<file path="src/hw/rtl/kbdsc_pkg.sv">
package kbdsc_pkg;

   // Scancode set 1 codes with special handling
   localparam logic [7:0] SC_LSHIFT_MAKE = 8'h2a;
   localparam logic [7:0] SC_RSHIFT_MAKE = 8'h36;
   localparam logic [7:0] SC_LSHIFT_BRK  = 8'haa;
   localparam logic [7:0] SC_RSHIFT_BRK  = 8'hb6;
   localparam logic [7:0] SC_BACKSPACE   = 8'h0e;
   localparam logic [7:0] SC_TAB         = 8'h0f;

   // ASCII letter bounds and case offset
   localparam logic [6:0] ASCII_UPPER_A = 7'h41;
   localparam logic [6:0] ASCII_UPPER_Z = 7'h5a;
   localparam logic [6:0] CASE_OFFSET   = 7'h20;

   // Shift state: bit 0 left shift, bit 1 right shift
   typedef logic [1:0] shift_type;

   // Unshifted Japanese-layout map, zero for keys without a character
   function automatic logic [6:0] plain_char(input logic [6:0] code);
      logic [6:0] ch;
      case (code)
         7'h02: ch = 7'h31;
         7'h03: ch = 7'h32;
         7'h04: ch = 7'h33;
         7'h05: ch = 7'h34;
         7'h06: ch = 7'h35;
         7'h07: ch = 7'h36;
         7'h08: ch = 7'h37;
         7'h09: ch = 7'h38;
         7'h0a: ch = 7'h39;
         7'h0b: ch = 7'h30;
         7'h0c: ch = 7'h2d;
         7'h0d: ch = 7'h5e;
         7'h10: ch = 7'h51;
         7'h11: ch = 7'h57;
         7'h12: ch = 7'h45;
         7'h13: ch = 7'h52;
         7'h14: ch = 7'h54;
         7'h15: ch = 7'h59;
         7'h16: ch = 7'h55;
         7'h17: ch = 7'h49;
         7'h18: ch = 7'h4f;
         7'h19: ch = 7'h50;
         7'h1a: ch = 7'h40;
         7'h1b: ch = 7'h5b;
         7'h1e: ch = 7'h41;
         7'h1f: ch = 7'h53;
         7'h20: ch = 7'h44;
         7'h21: ch = 7'h46;
         7'h22: ch = 7'h47;
         7'h23: ch = 7'h48;
         7'h24: ch = 7'h4a;
         7'h25: ch = 7'h4b;
         7'h26: ch = 7'h4c;
         7'h27: ch = 7'h3b;
         7'h28: ch = 7'h3a;
         7'h2b: ch = 7'h5d;
         7'h2c: ch = 7'h5a;
         7'h2d: ch = 7'h58;
         7'h2e: ch = 7'h43;
         7'h2f: ch = 7'h56;
         7'h30: ch = 7'h42;
         7'h31: ch = 7'h4e;
         7'h32: ch = 7'h4d;
         7'h33: ch = 7'h2c;
         7'h34: ch = 7'h2e;
         7'h35: ch = 7'h2f;
         7'h37: ch = 7'h2a;
         7'h39: ch = 7'h20;
         7'h47: ch = 7'h37;
         7'h48: ch = 7'h38;
         7'h49: ch = 7'h39;
         7'h4a: ch = 7'h2d;
         7'h4b: ch = 7'h34;
         7'h4c: ch = 7'h35;
         7'h4d: ch = 7'h36;
         7'h4e: ch = 7'h2b;
         7'h4f: ch = 7'h31;
         7'h50: ch = 7'h32;
         7'h51: ch = 7'h33;
         7'h52: ch = 7'h30;
         7'h53: ch = 7'h2e;
         7'h73: ch = 7'h5c;
         7'h7d: ch = 7'h5c;
         default: ch = 7'h00;
      endcase
      return ch;
   endfunction

   // Shifted map: only the entries that differ from the unshifted one
   function automatic logic [6:0] shifted_char(input logic [6:0] code);
      logic [6:0] ch;
      case (code)
         7'h02: ch = 7'h21;
         7'h03: ch = 7'h22;
         7'h04: ch = 7'h23;
         7'h05: ch = 7'h24;
         7'h06: ch = 7'h25;
         7'h07: ch = 7'h26;
         7'h08: ch = 7'h27;
         7'h09: ch = 7'h28;
         7'h0a: ch = 7'h29;
         7'h0b: ch = 7'h7e;
         7'h0c: ch = 7'h3d;
         7'h0d: ch = 7'h7e;
         7'h1a: ch = 7'h60;
         7'h1b: ch = 7'h7b;
         7'h27: ch = 7'h2b;
         7'h28: ch = 7'h2a;
         7'h2b: ch = 7'h7d;
         7'h33: ch = 7'h3c;
         7'h34: ch = 7'h3e;
         7'h35: ch = 7'h3f;
         7'h73: ch = 7'h5f;
         7'h7d: ch = 7'h7c;
         default: ch = plain_char(code);
      endcase
      return ch;
   endfunction

endpackage

</file>
<file path="src/hw/rtl/keyboard_scancode_to_ascii.sv">
// Channel | Direction | Handshake           | Payload
// req     | in        | req_valid/req_stall | req_scan_code[7:0]
// rsp     | out       | rsp_valid/rsp_stall | rsp_char_code[6:0], rsp_char_valid,
//         |           |                     | rsp_backspace_key, rsp_tab_key
// csr     | in        | csr_wr_en           | csr_wr_data (caps lock)
//
// One beat per cycle unless rsp stalls; a beat is registered at input, then at result.
// The map lookup, case fold and shift update sit between the input and result registers.
// Synchronous active-high reset clears both valid flags, the shift state and caps lock.
// While rsp is stalled one more req beat is taken into the input register, then req stalls.
module keyboard_scancode_to_ascii (
   input  logic       clock,
   input  logic       reset,
   input  logic       req_valid,
   output logic       req_stall,
   input  logic [7:0] req_scan_code,
   output logic       rsp_valid,
   input  logic       rsp_stall,
   output logic [6:0] rsp_char_code,
   output logic       rsp_char_valid,
   output logic       rsp_backspace_key,
   output logic       rsp_tab_key,
   input  logic       csr_wr_en,
   input  logic       csr_wr_data
);
   import kbdsc_pkg::*;

   logic       in_valid_ff;
   logic [7:0] in_code_ff;
   logic       out_valid_ff;
   logic [6:0] out_char_ff;
   logic       out_char_valid_ff;
   logic       out_bs_ff;
   logic       out_tab_ff;
   shift_type  shift_ff;
   shift_type  shift_in;
   logic       caps_ff;

   logic       req_take;
   logic       advance;
   logic [6:0] map_char;
   logic [6:0] char_in;
   logic       shift_any;

   // Move the input beat on when the result register is free or draining
   assign advance   = in_valid_ff && (!out_valid_ff || !rsp_stall);
   assign req_stall = in_valid_ff && !advance;
   assign req_take  = req_valid && !req_stall;

   // Look up the character; letters fold to lower case unless exactly one of caps lock and shift is on
   always_comb begin
      shift_any = (shift_ff != 2'b00);
      map_char  = shift_any ? shifted_char(in_code_ff[6:0]) : plain_char(in_code_ff[6:0]);
      char_in   = 7'h00;
      if (!in_code_ff[7]) begin
         char_in = map_char;
         if ((map_char >= ASCII_UPPER_A) && (map_char <= ASCII_UPPER_Z)
             && (caps_ff == shift_any)) begin
            char_in = map_char + CASE_OFFSET;
         end
      end
   end

   // Track left and right shift press and release
   always_comb begin
      shift_in = shift_ff;
      case (in_code_ff)
         SC_LSHIFT_MAKE: shift_in[0] = 1'b1;
         SC_RSHIFT_MAKE: shift_in[1] = 1'b1;
         SC_LSHIFT_BRK:  shift_in[0] = 1'b0;
         SC_RSHIFT_BRK:  shift_in[1] = 1'b0;
         default:        shift_in = shift_ff;
      endcase
   end

   // Control state
   always_ff @(posedge clock) begin
      if (reset) begin
         in_valid_ff  <= 1'b0;
         out_valid_ff <= 1'b0;
         shift_ff     <= 2'b00;
         caps_ff      <= 1'b0;
      end else begin
         if (req_take) begin
            in_valid_ff <= 1'b1;
         end else if (advance) begin
            in_valid_ff <= 1'b0;
         end
         if (advance) begin
            out_valid_ff <= 1'b1;
            shift_ff     <= shift_in;
         end else if (!rsp_stall) begin
            out_valid_ff <= 1'b0;
         end
         if (csr_wr_en) begin
            caps_ff <= csr_wr_data;
         end
      end
   end

   // Payload registers
   always_ff @(posedge clock) begin
      if (req_take) begin
         in_code_ff <= req_scan_code;
      end
      if (advance) begin
         out_char_ff       <= char_in;
         out_char_valid_ff <= (char_in != 7'h00);
         out_bs_ff         <= (in_code_ff == SC_BACKSPACE);
         out_tab_ff        <= (in_code_ff == SC_TAB);
      end
   end

   assign rsp_valid         = out_valid_ff;
   assign rsp_char_code     = out_char_ff;
   assign rsp_char_valid    = out_char_valid_ff;
   assign rsp_backspace_key = out_bs_ff;
   assign rsp_tab_key       = out_tab_ff;

   // Left shift make must leave the left shift bit set
   a_lshift_set: assert property (@(posedge clock) disable iff (reset)
      advance && (in_code_ff == SC_LSHIFT_MAKE) |=> shift_ff[0])
      else $error("left shift make did not set shift state");

   // Valid flag follows a nonzero character
   a_char_flag: assert property (@(posedge clock) disable iff (reset)
      out_valid_ff |-> (out_char_valid_ff == (out_char_ff != 7'h00)))
      else $error("char_valid does not match char_code");

   // Backspace and tab carry no character
   a_ctrl_no_char: assert property (@(posedge clock) disable iff (reset)
      out_valid_ff && (out_bs_ff || out_tab_ff) |-> !out_char_valid_ff)
      else $error("control key produced a character");

   // Input stalls only with a full input register behind a stalled result
   a_stall_cause: assert property (@(posedge clock) disable iff (reset)
      req_stall |-> in_valid_ff && out_valid_ff && rsp_stall)
      else $error("input stalled without a blocked result");

endmodule
</file>
<file path="config.mk">
export PLATFORM = sky130hd
export DESIGN_NAME = keyboard_scancode_to_ascii
export DESIGN_NICKNAME = d
export VERILOG_FILES = /design/src/hw/rtl/kbdsc_pkg.sv /design/src/hw/rtl/keyboard_scancode_to_ascii.sv
export SDC_FILE = /design/constraint.sdc
export NUM_CORES = 1
export LEC_CHECK = 0
export BUFFER_PORTS_ARGS = -buffer_cell sky130_fd_sc_hd__buf_2
export CORE_MARGIN = 2
export CORE_UTILIZATION = 34
export CTS_CLUSTER_SIZE = 10
export DETAILED_ROUTE_END_ITERATION = 12
export PLACE_DENSITY = 0.51
export SKIP_LAST_GASP = 1
export SLEW_MARGIN = 10
export SYNTH_ARGS = -nofsm -noshare
export SYNTH_HDL_FRONTEND = slang
export SYNTH_SLANG_ARGS = --single-unit
</file>
<file path="constraint.sdc">
create_clock -name clock -period 5.5 [get_ports clock]
set_input_delay 0.825 -clock clock [delete_from_list [all_inputs] [get_ports clock]]
set_output_delay 0.825 -clock clock [all_outputs]
set_load 0.05 [all_outputs]
</file>
=== Word-level counts from Yosys, hierarchy flattened ===
Memory sizes are Yosys's and may differ from the RTL's. A register that Yosys moved wholly into a read port is not among the register bits.
Cells that the tools add are included.

* Register bits: 23
* Bits in read-only memories: 1792
* Output and inout bits: 12
* Word-level logic and storage cells: 75
* Memories: 2

* Add/subtract/negate cells: 1
* Magnitude comparators: 2
* Equal/unequal tests: 30
* Mux-type cells: 12
* Reductions and logical operators: 18

{| class="wikitable"
|+ Memory list
! memory !! words !! bits a word !! rd ports !! clocked after memory_dff !! wr ports !! RTL line !! text
|-
| (no name shown) || 128 || 7 || 1 || 1 || 0 || kbdsc_pkg.sv:22 || <nowiki>case (code)</nowiki>
|-
| (no name shown) || 128 || 7 || 1 || 1 || 0 || kbdsc_pkg.sv:22 ||
|}

{| class="wikitable"
|+ Operators by type and width
! operator !! number
|-
| case mux 7 bit (21 select lines) || 1
|-
| equality test 7 x 4 -> 1 bit (second input constant) || 6
|-
| equality test 7 x 6 -> 1 bit (second input constant) || 6
|-
| 2-to-1 mux 7 bit || 5
|-
| equality test 7 x 3 -> 1 bit (second input constant) || 4
|-
| equality test 8 x 4 -> 1 bit (second input constant) || 2
|-
| equality test 8 x 6 -> 1 bit (second input constant) || 2
|-
| equality test 8 bit (second input constant) || 2
|-
| equality test 7 x 2 -> 1 bit (second input constant) || 2
|-
| equality test 7 x 5 -> 1 bit (second input constant) || 2
|-
| equality test 7 bit (second input constant) || 2
|-
| nonzero test 2 bit || 4
|-
| adder 7 x 6 -> 7 bit (second input constant) || 1
|-
| >= comparator 7 bit (second input constant) || 1
|-
| <= comparator 7 bit (second input constant) || 1
|-
| nonzero test 7 bit || 1
|-
| logical AND 1 bit || 5
|-
| zero test 1 bit || 4
|-
| 2-to-1 mux 1 bit || 4
|-
| case mux 1 bit (2 select lines) || 2
|-
| AND reduction 2 bit || 2
|-
| != test 2 x 1 -> 1 bit (second input constant) || 1
|-
| OR reduction 2 bit || 1
|-
| equality test 1 bit || 1
|-
| logical OR 1 bit || 1
|}

=== Longest topological paths before layout ===
Gate-level depths: netlist (run 1).

* Depth after elaboration: 10
* Depth in mapped cells: 14
* Gate-level depth less buffers: 12

=== Worst setup path after synthesis (run 1) ===
No wires, ideal clock.

* Path kind: input to register
* Start point: in rsp_stall
* End point: reg with a tool-made name
* Arrival time: 3186 ps
* Path slack: 2167 ps
* Cell stages on the path: 10
* Path buffers: 0
* Path through: nand3_1 -> nand2_1 -> mux2i_1 -> inv_1 -> ha_1 -> and2_1 -> o21ai_0 -> a21oi_1 -> o311ai_0 -> o311ai_0

{| class="wikitable"
|+ RTL lines
! what !! RTL line !! text
|-
| start: declaration || keyboard_scancode_to_ascii.sv:18 || <nowiki>input logic rsp_stall,</nowiki>
|}

=== Worst setup path in the final report (run 1) ===
* Start point: reg in_code_ff[5]
* End point: reg out_char_ff[5] (netlist: rsp_char_code[5]) (data pin)

* Longest elaborated chain between the ends: 9
* Elaborated cells between the ends (all ways): 32
* Those cells by class: add/sub (1); order compare (2); eq/ne (22); mux (4); reduce/logical (3)

{| class="wikitable"
|+ RTL lines
! what !! RTL line !! text
|-
| start: declaration || keyboard_scancode_to_ascii.sv:29 || <nowiki>logic [7:0] in_code_ff;</nowiki>
|-
| start signal: assignment || keyboard_scancode_to_ascii.sv:104 || <nowiki>in_code_ff <= req_scan_code;</nowiki>
|-
| equality test 7 x 4 -> 1 bit || kbdsc_pkg.sv:94 || <nowiki>case (code)</nowiki>
|-
| OR reduction 2 bit (no line) || -- ||
|-
| case mux 7 bit (21 select lines) * || kbdsc_pkg.sv:94 ||
|-
| 2-to-1 mux 7 bit * || keyboard_scancode_to_ascii.sv:53 || <nowiki>map_char = shift_any ? shifted_char(in_code_ff[6:0]) : plain_char(in_code_ff[6:0]);</nowiki>
|-
| >= comparator 7 bit / <= comparator 7 bit (equally long branches) || keyboard_scancode_to_ascii.sv:57 || <nowiki>if ((map_char >= ASCII_UPPER_A) && (map_char <= ASCII_UPPER_Z)</nowiki>
|-
| logical AND 1 bit || keyboard_scancode_to_ascii.sv:57 ||
|-
| logical AND 1 bit || keyboard_scancode_to_ascii.sv:58 || <nowiki>&& (caps_ff == shift_any)) begin</nowiki>
|-
| 2-to-1 mux 7 bit * || keyboard_scancode_to_ascii.sv:57 ||
|-
| 2-to-1 mux 7 bit * || keyboard_scancode_to_ascii.sv:55 || <nowiki>if (!in_code_ff[7]) begin</nowiki>
|-
| net char_in[5] || keyboard_scancode_to_ascii.sv:42 || <nowiki>logic [6:0] char_in;</nowiki>
|-
| end signal: assignment || keyboard_scancode_to_ascii.sv:107 || <nowiki>out_char_ff <= char_in;</nowiki>
|-
| end: declaration || keyboard_scancode_to_ascii.sv:31 || <nowiki>logic [6:0] out_char_ff;</nowiki>
|}

Mark *: on every way through the listed nets, which the timed path passes. The rest lies on a longest branch.
A chain may end at the register's enable or synchronous reset.

==> summary.md, run 1 <==
Logic synthesis
* fraction of synthesized cell area taken by the top area cell type: 19.6%
* syn nets: 371
* number of warnings reported in the yosys synthesis log: 0
* ranking of synthesized cells by area: sky130_fd_sc_hd__edfxtp_1 20%, sky130_fd_sc_hd__dfxtp_1 8.7%, sky130_fd_sc_hd__nor2_1 5.2%
* number of unique standard cell types used by synthesis: 66
* Syn Std Cell Area: 2750 um^2
* count of flip-flops with a built-in enable after synthesis: 18
* synthesized flop and latch total: 30
* mean instance size in the synthesized netlist: 7.91 um^2
* asr flop ratio synth: 0%
* Seq/Total Area, Yosys: 28.4%
* most used flip-flop cell after synthesis: sky130_fd_sc_hd__edfxtp_1
* Yosys top cell by area: sky130_fd_sc_hd__edfxtp_1
* instance count of the mapped netlist: 348

Global route
* initial antenna violation count: 0
* global-route wire length before repair: 12,500 um
* GRT Resource Usage Total: 17.6%
* maximum number of pins on one net before global-route repair: 29
* via count of the first global-routing pass: 2,547
* GR Overflow Total: 0

Critical path
* endpoint type of the worst setup path: flop
* master of the slowest instance on the critical path: sky130_fd_sc_hd__edfxtp_1
* total buffers and inverters traversed by the critical path: 1
* startpoint type of the worst setup path: flop
* WP data required: 5.53 ns
* category of the most critical setup path: reg -> reg
* category of cells accounting for the largest share of critical-path delay: compound AO/OA/AOI/OAI gates
* chain of cells forming the critical path: and3_1 -> o2111ai_1 -> a21boi_0 -> and2_1 -> nor2_1 -> a21oi_1 -> ha_1 -> inv_1 -> a2111oi_0 -> o2bb2ai_1 -> o211ai_2 -> mux2_1
* Critical Path AT: 3.88 ns
* Largest stage delay, worst path: 0.67 ns
* CP max FO: 21
* reg2reg setup slack: 1.65 ns

Clocking
* TritonCTS clock tree: built
* buffers from clock root to sink, at most: 2
* Post CTS Setup Buffer Count: 0
* Sink Count: 30
* number of instances resized during post-cts repair: 0
* clock transition time at the flip-flop clock pins of the worst setup and hold paths: 0.07 ns
* clock root buffer: sky130_fd_sc_hd__clkbuf_8
* Inserted Clock Buffers: 5
* Clock Latency Late Sink: 0.28 ns
* number of levels in the clock H-tree: 2
* cts hold-fix bufs: 0

Job
* number of maximum-capacitance constraint violations: 0

Detailed routing
* average vias per placed instance: 5.95
* Detailed Routing Iterations Pass 1: 5
* mean routed wirelength per cell: 16.5 um
* number of remaining DRC errors: 0
* count of nets left with antenna violations after detail routing: 0
* Detailed Route Iter0 Violations: 137
* aggregate routed wire length: 7570 um
* DR vias: 2,731

STA
* Max Clock Skew: 0.00634 ns
* number of endpoints failing setup at the final stage: 0
* unrepaired setup endpoints after global routing: no
* maximum clock frequency: 260 MHz
* Slew headroom: 53.8%
* final worst hold slack: 0.524 ns
* Tcrit/Tclk final: 70.0%
* Total Neg Setup Slack: 0 ns
* Least-Margin Pin Slew: 0.689 ns
* number of hold violations in the final report: 0
* final critical path time including I/O delays and setup: 3.85 ns
* Pins Over Slew Limit: 0

Die
* CORE AREA: 7770 um^2
* I/O pin count: 26
* chip width: 94.0 um
* y dimension of the die: 94.0 um
* die area: 8830 um^2
* row count: 32
* initial standard-cell utilization of the core: 35.4%

Outcome
* outcome: completed

Power and ir drop
* post-route total power: 0.736 mW
* part of the power in combinational logic: 31.3%
* switching power: 0.258 mW
* IR Drop Worst-Case VDD: 0.123 mV
* static leakage power: 1.10 nW
* Cell Int Power: 0.477 mW
* Clk pwr share: 30.4%
* pwr/cell area: 243 nW/um^2
* switching portion of total power: 35.1%
* fraction of power consumed by sequential logic: 38.3%

Min path
* Tightest Hold Check Type: reg -> reg

Placement
* Placer Congestion: 0.863
* IO buf count: 25
* estimated wirelength of the detail-placed design: 5400 um

Cells and area
* final design utilization: 39.0%
* fill cell instance count of the final layout: 796
* most common cell after layout, fill and taps aside: sky130_fd_sc_hd__nor2_1
* synthesis-to-finish area growth: 10.2%
* number of nets at the end of the flow: 379
* number of diodes added for antenna fixing: 0
* commonest cells after routing, fill and taps aside: 38 x sky130_fd_sc_hd__nor2_1, 25 x sky130_fd_sc_hd__a21oi_1, 25 x sky130_fd_sc_hd__buf_2, 24 x sky130_fd_sc_hd__o21ai_0, 22 x sky130_fd_sc_hd__nand2_1
* fraction of layout instances using a drive strength above 1: 14.6%

synthesized netlist by cell type (all sizes together) (6+ instances only):
cell / instances
nor3: 13
o211ai: 9
inv: 10
a21oi: 26
ha: 9
mux2i: 7
o21ai: 25
nand2b: 7
nand4: 7
a31oi: 10
buf: 11
clkbuf: 18
edfxtp: 18
dfxtp: 12
a211oi: 7
nor2: 38
nand2: 22
nand3: 15
mux2: 6
cell type report:
type | count | area [um^2] | area share, %
multi-input cells | 278 | 1810 | 59.7
well taps | 102 | 128 | 4.21
inverters | 11 | 41.3 | 1.36
repair buffers | 30 | 163 | 5.36
clock buffers | 6 | 72.6 | 2.39
flip-flops and latches | 30 | 781 | 25.7
clock inverters | 2 | 37.5 | 1.24
path summary, 6_finish.rpt:
check,start,to,cells past startpoint
setup / recovery,in_code_ff[5],rsp_char_code[5],12
setup reg to reg,in_code_ff[5],rsp_char_code[5],12
hold / removal,in_valid_ff,rsp_valid,2
hold reg to reg,in_valid_ff,rsp_valid,2
power groups by stage:
stage / sequential [mW] / combinational, mW / clock, mW
floorplan: 0.290 / 0.167 / 0
global placement: 0.287 / 0.228 / 0
detailed placement: 0.286 / 0.227 / 0
CTS: 0.281 / 0.227 / 0.227
global route: 0.285 / 0.253 / 0.238
finish: 0.281 / 0.230 / 0.224
tightest hold or removal path, cell delays in order, from the launching register on:
cell and delay, ns:
sky130_fd_sc_hd__dfxtp_1 0.36, sky130_fd_sc_hd__a21oi_1 0.05, sky130_fd_sc_hd__nor2_1 0.08
logic make-up (layout without fill, tap and decap cells):
| kind of cell | after synthesis | after routing | synth area share [%] |
|---|---|---|---|
| flops | 30 | 30 | 28.4 |
| mux | 13 | 13 | 5.00 |
| simple gates | 131 | 131 | 24.9 |
| buf+inv | 40 | 49 | 6.00 |
| fa+ha+maj | 9 | 9 | 4.09 |
| xor+xnor | 5 | 5 | 1.59 |
| compound gates | 120 | 120 | 30.1 |
per-layer routing:
metal  global-route usage, %  share of wire [%]  wire (um)
met1                    22.6                 44       3320
met2                    30.0                 48       3660
met3                    2.41                5.2        390
met4                    6.76                2.6        195
met5                       0                  0          0
through the flow:
step / setup slack [ns] / instances / instance area, um^2
final: 1.65 / 459 / 3030
after floorplan: 2.17 / 348 / 2750
after global placement: 1.74 / 451 / 2920
after global routing: 1.34 / 459 / 3030
after detailed placement: 1.67 / 451 / 2920
after CTS: 1.65 / 459 / 3030
No activity file was read; power rests on OpenSTA's default activity.
==> inputs of run 2 (changes only) <==
==> constraint.sdc (replaced) <==
create_clock -name clock -period 3.7 [get_ports clock]
set_input_delay 0.555 -clock clock [delete_from_list [all_inputs] [get_ports clock]]
set_output_delay 0.555 -clock clock [all_outputs]
set_load 0.05 [all_outputs]
==> summary.md, run 2 (same netlist as run 1, synthesis figures left out) <==
Outcome
* outcome: completed

Critical path
* master of the slowest instance on the critical path: sky130_fd_sc_hd__or4b_4
* WP data required: 3.73 ns
* chain of cells forming the critical path: or4b_4 -> a21oi_2 -> a211oi_2 -> a31oi_2 -> o22ai_1 -> inv_1 -> ha_1 -> inv_1 -> a2111oi_1 -> o2bb2ai_1 -> o211ai_2 -> mux2_1
* destination of the worst register-to-register timing path: rsp_char_code[5]
* worst r2r src: in_code_ff[2]
* endpoint type of the worst setup path: flop
* reg2reg setup slack: 0.32 ns
* Largest stage delay, worst path: 0.58 ns
* Worst path most repeated cell: sky130_fd_sc_hd__inv_1
* category of the most critical setup path: reg -> reg
* total buffers and inverters traversed by the critical path: 2
* startpoint type of the worst setup path: flop
* CP max FO: 9
* cells on worst reg2reg path: 12
* Critical Path AT: 3.41 ns
* category of cells accounting for the largest share of critical-path delay: compound AO/OA/AOI/OAI gates

STA
* Tcrit/Tclk final: 91.4%
* Least-Margin Pin Slew: 0.549 ns
* number of hold violations in the final report: 0
* unrepaired setup endpoints after global routing: no
* Total Neg Setup Slack: 0 ns
* final worst hold slack: 0.459 ns
* Pins Over Slew Limit: 0
* Max Clock Skew: 0.00676 ns
* post-route worst setup slack: 0.318 ns
* Slew headroom: 63.1%
* number of endpoints failing setup at the final stage: 0
* final critical path time including I/O delays and setup: 3.38 ns
* maximum clock frequency: 296 MHz

Clocking
* clock root buffer: sky130_fd_sc_hd__clkbuf_8
* TritonCTS clock tree: built
* Sink Count: 30
* clock transition time at the flip-flop clock pins of the worst setup and hold paths: 0.07 ns
* Inserted Clock Buffers: 5
* number of levels in the clock H-tree: 2
* Clock Latency Late Sink: 0.28 ns
* buffers from clock root to sink, at most: 2

Power and ir drop
* switching power: 0.392 mW
* Clk pwr share: 24.9%
* post-route total power: 1.05 mW
* IR Drop Worst-Case VDD: 0.113 mV
* switching portion of total power: 37.4%
* Cell Int Power: 0.655 mW
* fraction of power consumed by sequential logic: 38.8%
* part of the power in combinational logic: 36.3%
* pwr/cell area: 327 nW/um^2
* static leakage power: 1.21 nW

Cells and area
* number of nets at the end of the flow: 404
* fill cell instance count of the final layout: 802
* commonest cells after routing, fill and taps aside: 38 x sky130_fd_sc_hd__nor2_1, 29 x sky130_fd_sc_hd__buf_4, 26 x sky130_fd_sc_hd__buf_2, 24 x sky130_fd_sc_hd__o21ai_0, 24 x sky130_fd_sc_hd__a21oi_1
* most common cell after layout, fill and taps aside: sky130_fd_sc_hd__nor2_1
* Cell Count, Final, Fillers Out: 484
* synthesis-to-finish area growth: 16.4%
* final design utilization: 41.3%
* fin area: 3200 um^2
* number of diodes added for antenna fixing: 0
* fraction of layout instances using a drive strength above 1: 20.7%

Die
* row count: 32
* I/O pin count: 26
* CORE AREA: 7770 um^2
* chip width: 94.0 um
* die area: 8830 um^2
* initial standard-cell utilization of the core: 35.4%
* y dimension of the die: 94.0 um

Detailed routing
* aggregate routed wire length: 8000 um
* average vias per placed instance: 6.01
* Detailed Route Iter0 Violations: 125
* DR vias: 2,907
* Detailed Routing Iterations Pass 1: 5
* number of remaining DRC errors: 0
* mean routed wirelength per cell: 16.5 um
* count of nets left with antenna violations after detail routing: 0

Global route
* maximum number of pins on one net before global-route repair: 29
* GR Overflow Total: 0
* via count of the first global-routing pass: 2,736
* GRT Resource Usage Total: 18.7%
* global-route wire length before repair: 13,400 um
* initial antenna violation count: 0

Placement
* estimated wirelength of the detail-placed design: 5660 um
* total placed instance area: 3020 um^2
* IO buf count: 25
* Placer Congestion: 0.844
* total placed cells including tap cells: 464
* worst slack, placed: 0.239 ns

Min path
* number of cells on the worst hold path: 1
* startpoint of the lowest-slack hold path: req_scan_code[1]
* Tightest Hold Check Type: in -> reg
* endpoint of the worst hold path: in_code_ff[1]

Job
* number of maximum-capacitance constraint violations: 0

==> run 2: changes by cell type in the layout (fill, tap and decap cells not counted), sizes merged <==
cell	previous run	this run
buf	30	55
clkinv	1	3
bufinv	1	0
clkbuf	6	5
==> run 2: area by class of cell <==
type	count	area [um^2]	share of cell area [%]
Tap cell	102	128	3.98
Sequential cell	30	781	24.4
Clock buffer	5	68.8	2.15
Multi-Input combinational cell	278	1820	56.9
Timing Repair Buffer	55	348	10.9
Inverter	11	41.3	1.29
Clock inverter	3	16.3	0.508
==> run 2: power groups by stage <==
| stage | clock (mW) | combinational, mW | sequential [mW] |
|---|---|---|---|
| 3_3_place_gp | 0 | 0.360 | 0.416 |
| 5_1_grt | 0.291 | 0.423 | 0.410 |
| 4_1_cts | 0.272 | 0.361 | 0.409 |
| 3_5_place_dp | 0 | 0.360 | 0.417 |
| 6_report | 0.260 | 0.380 | 0.406 |
| 2_1_floorplan | 0 | 0.248 | 0.431 |
==> run 2: worst max-delay path by stage <==
stage / start / to / cells past startpoint
after floorplan: rsp_valid / flop / 10
after global placement: in_code_ff[4] / rsp_char_code[5] / 13
after detailed placement: in_code_ff[2] / rsp_char_code[5] / 12
after CTS: in_code_ff[2] / rsp_char_code[5] / 12
after global routing: in_code_ff[1] / rsp_char_code[5] / 13
final: in_code_ff[2] / rsp_char_code[5] / 12
==> run 2: layer usage <==
layer	up-vias	track usage, %	share of wire, %
li1	1397	-	-
met1	1370	23.6	44
met2	120	31.4	47
met3	20	3.53	6.3
met4	0	7.61	3.1
met5	-	0	0
==> run 2: repair_timing <==
action                     in CTS  in global routing
hold buffers                    0                  0
setup buffers                   0                 12
setup endpoints to repair       0                  2
gates resized for setup         0                  3
==> run 2: worst reg2reg max path, delay by kind of cell (launching register included) <==
kind                     cells  cell delay (ns)
AND/OR/NAND/NOR              1             0.58
multiplexers                 1             0.34
AO/OA/AOI/OAI                7             1.34
adder cells (fa/ha/maj)      1             0.17
flip-flops                   1             0.52
buffers and inverters        2             0.17
==> inputs of run 3 (changes only) <==
--- a/config.mk
+++ b/config.mk
@@ -11,6 +11,7 @@
 export CTS_CLUSTER_SIZE = 10
 export DETAILED_ROUTE_END_ITERATION = 12
 export PLACE_DENSITY = 0.51
+export SETUP_SLACK_MARGIN = 0.4
 export SKIP_LAST_GASP = 1
 export SLEW_MARGIN = 10
 export SYNTH_ARGS = -nofsm -noshare
==> constraint.sdc (replaced) <==
create_clock -name clock -period 3.7 [get_ports clock]
set_input_delay 0 -clock clock [delete_from_list [all_inputs] [get_ports clock]]
set_output_delay 0 -clock clock [all_outputs]
set_load 0.05 [all_outputs]
==> summary.md, run 3 (same netlist as run 1, synthesis figures left out) <==
Critical path
* startpoint type of the worst setup path: flop
* reg2reg setup slack: 0.48 ns
* master of the slowest instance on the critical path: sky130_fd_sc_hd__edfxtp_1
* Critical Path AT: 3.27 ns
* Largest stage delay, worst path: 0.46 ns
* endpoint type of the worst setup path: flop
* Worst path most repeated cell: sky130_fd_sc_hd__buf_4
* Crit path depth: 12
* WP data required: 3.74 ns
* CP max FO: 5
* chain of cells forming the critical path: buf_6 -> or4bb_1 -> o211ai_1 -> a211oi_2 -> a31oi_4 -> buf_4 -> buf_4 -> o32ai_4 -> nand4_1 -> nand2b_4 -> o211ai_2 -> mux2_4
* cells on worst reg2reg path: 12
* category of the most critical setup path: reg -> reg
* category of cells accounting for the largest share of critical-path delay: compound AO/OA/AOI/OAI gates
* total buffers and inverters traversed by the critical path: 3

Power and ir drop
* switching portion of total power: 36.5%
* fraction of power consumed by sequential logic: 36.3%
* switching power: 0.411 mW
* Clk pwr share: 25.1%
* Cell Int Power: 0.714 mW
* part of the power in combinational logic: 38.6%
* pwr/cell area: 319 nW/um^2
* IR Drop Worst-Case VDD: 0.112 mV
* post-route total power: 1.12 mW
* static leakage power: 1.34 nW

Min path
* Tightest Hold Check Type: in -> reg
* number of cells on the worst hold path: 2

Cells and area
* commonest cells after routing, fill and taps aside: 38 x sky130_fd_sc_hd__nor2_1, 37 x sky130_fd_sc_hd__buf_4, 25 x sky130_fd_sc_hd__buf_2, 24 x sky130_fd_sc_hd__a21oi_1, 23 x sky130_fd_sc_hd__o21ai_0
* fraction of layout instances using a drive strength above 1: 25.3%
* fill cell instance count of the final layout: 756
* fin area: 3530 um^2
* synthesis-to-finish area growth: 28.3%
* area occupied by registers: 781 um^2
* number of diodes added for antenna fixing: 0
* Cell Count, Final, Fillers Out: 505
* most common cell after layout, fill and taps aside: sky130_fd_sc_hd__nor2_1
* number of nets at the end of the flow: 425
* multi-input gate area in the final layout: 1950 um^2

Clocking
* number of levels in the clock H-tree: 2
* Sink Count: 30
* buffers from clock root to sink, at most: 2
* clock root buffer: sky130_fd_sc_hd__clkbuf_8
* Inserted Clock Buffers: 5
* clock transition time at the flip-flop clock pins of the worst setup and hold paths: 0.07 ns
* Clock Latency Late Sink: 0.29 ns
* TritonCTS clock tree: built

STA
* maximum clock frequency: 310 MHz
* unrepaired setup endpoints after global routing: no
* final critical path time including I/O delays and setup: 3.22 ns
* number of endpoints failing setup at the final stage: 0
* Least-Margin Pin Slew: 0.744 ns
* Pins Over Slew Limit: 0
* number of hold violations in the final report: 0
* final worst hold slack: 0.443 ns
* Total Neg Setup Slack: 0 ns
* Tcrit/Tclk final: 87.1%
* Max Clock Skew: 0.00543 ns
* Slew headroom: 49.9%

Global route
* maximum number of pins on one net before global-route repair: 24
* fraction of met3 tracks used by global routing: 2.17%
* GR Overflow Total: 0
* via count of the first global-routing pass: 2,784
* M1 GR Usage: 23.7%
* global-route wire length before repair: 13,300 um
* initial antenna violation count: 0
* Most Crowded Layer GR: met2
* met2 track utilization from global routing: 32.0%
* GRT Resource Usage Total: 18.7%

Detailed routing
* aggregate routed wire length: 8190 um
* count of nets left with antenna violations after detail routing: 0
* Detailed Route Iter0 Violations: 160
* average vias per placed instance: 5.88
* Detailed Routing Iterations Pass 1: 6
* number of remaining DRC errors: 0
* DR vias: 2,967
* mean routed wirelength per cell: 16.2 um

Die
* die area: 8830 um^2
* CORE AREA: 7770 um^2
* initial standard-cell utilization of the core: 35.4%
* row count: 32
* I/O pin count: 26
* chip width: 94.0 um
* y dimension of the die: 94.0 um

Job
* number of maximum-capacitance constraint violations: 0

Placement
* estimated wirelength of the detail-placed design: 5550 um
* Placer Congestion: 0.887
* total placed cells including tap cells: 462
* total placed instance area: 3010 um^2
* IO buf count: 25

Outcome
* outcome: completed

==> run 3: routing by layer <==
layer / wire length (um) / vias to the layer above
li1: - / 1433
met1: 3550 / 1402
met3: 379 / 23
met4: 237 / 0
met5: 0 / -
met2: 4020 / 109
==> run 3: metrics by stage <==
| stage | utilization, % | worst slack, ns |
|---|---|---|
| 2_1_floorplan | - | 0.462 |
| 3_3_place_gp | 38.7 | 0.309 |
| 3_5_place_dp | 38.7 | 0.269 |
| 4_1_cts | 42.6 | 0.420 |
| 5_1_grt | 45.5 | 0.293 |
| 6_report | 45.5 | 0.476 |
==> run 3: worst paths after layout <==
kind                         start          endpoint
setup / recovery     in_code_ff[2]  rsp_char_code[6]
hold / removal    req_scan_code[2]     in_code_ff[2]
setup reg to reg     in_code_ff[2]  rsp_char_code[6]
hold reg to reg        in_valid_ff         rsp_valid
==> run 3: power groups by stage <==
stage	registers [mW]	logic [mW]	clock network [mW]
floorplan	0.431	0.248	0
global placement	0.416	0.358	0
detailed placement	0.416	0.357	0
CTS	0.407	0.380	0.290
global route	0.411	0.478	0.301
finish	0.409	0.434	0.283
==> run 3: final cells by class <==
type | count | area share (%)
tap | 102 | 3.61
timing repair buffer | 76 | 15.4
sequential | 30 | 22.1
inverter | 11 | 1.17
clock buffer | 7 | 2.45
multi-input combinational | 278 | 55.1
clock inverter | 1 | 0.142
==> run 3: repair_timing <==
action                                  4_1_cts  5_1_grt
pin swaps                                     2       10
endpoints found under the hold margin        13        0
buffers inserted                              8       14
endpoints found under the setup margin        2        3
gates resized for setup                       5       23
gates cloned                                  0        0
hold buffers                                 13        0
==> run 3: worst register-to-register path, delay by kind of cell, from the launching register on <==
kind | cells | cell delay (ns)
flip-flops | 1 | 0.46
AND/OR/NAND/NOR | 3 | 0.56
multiplexers | 1 | 0.32
buffers and inverters | 3 | 0.48
AO/OA/AOI/OAI | 5 | 1.17
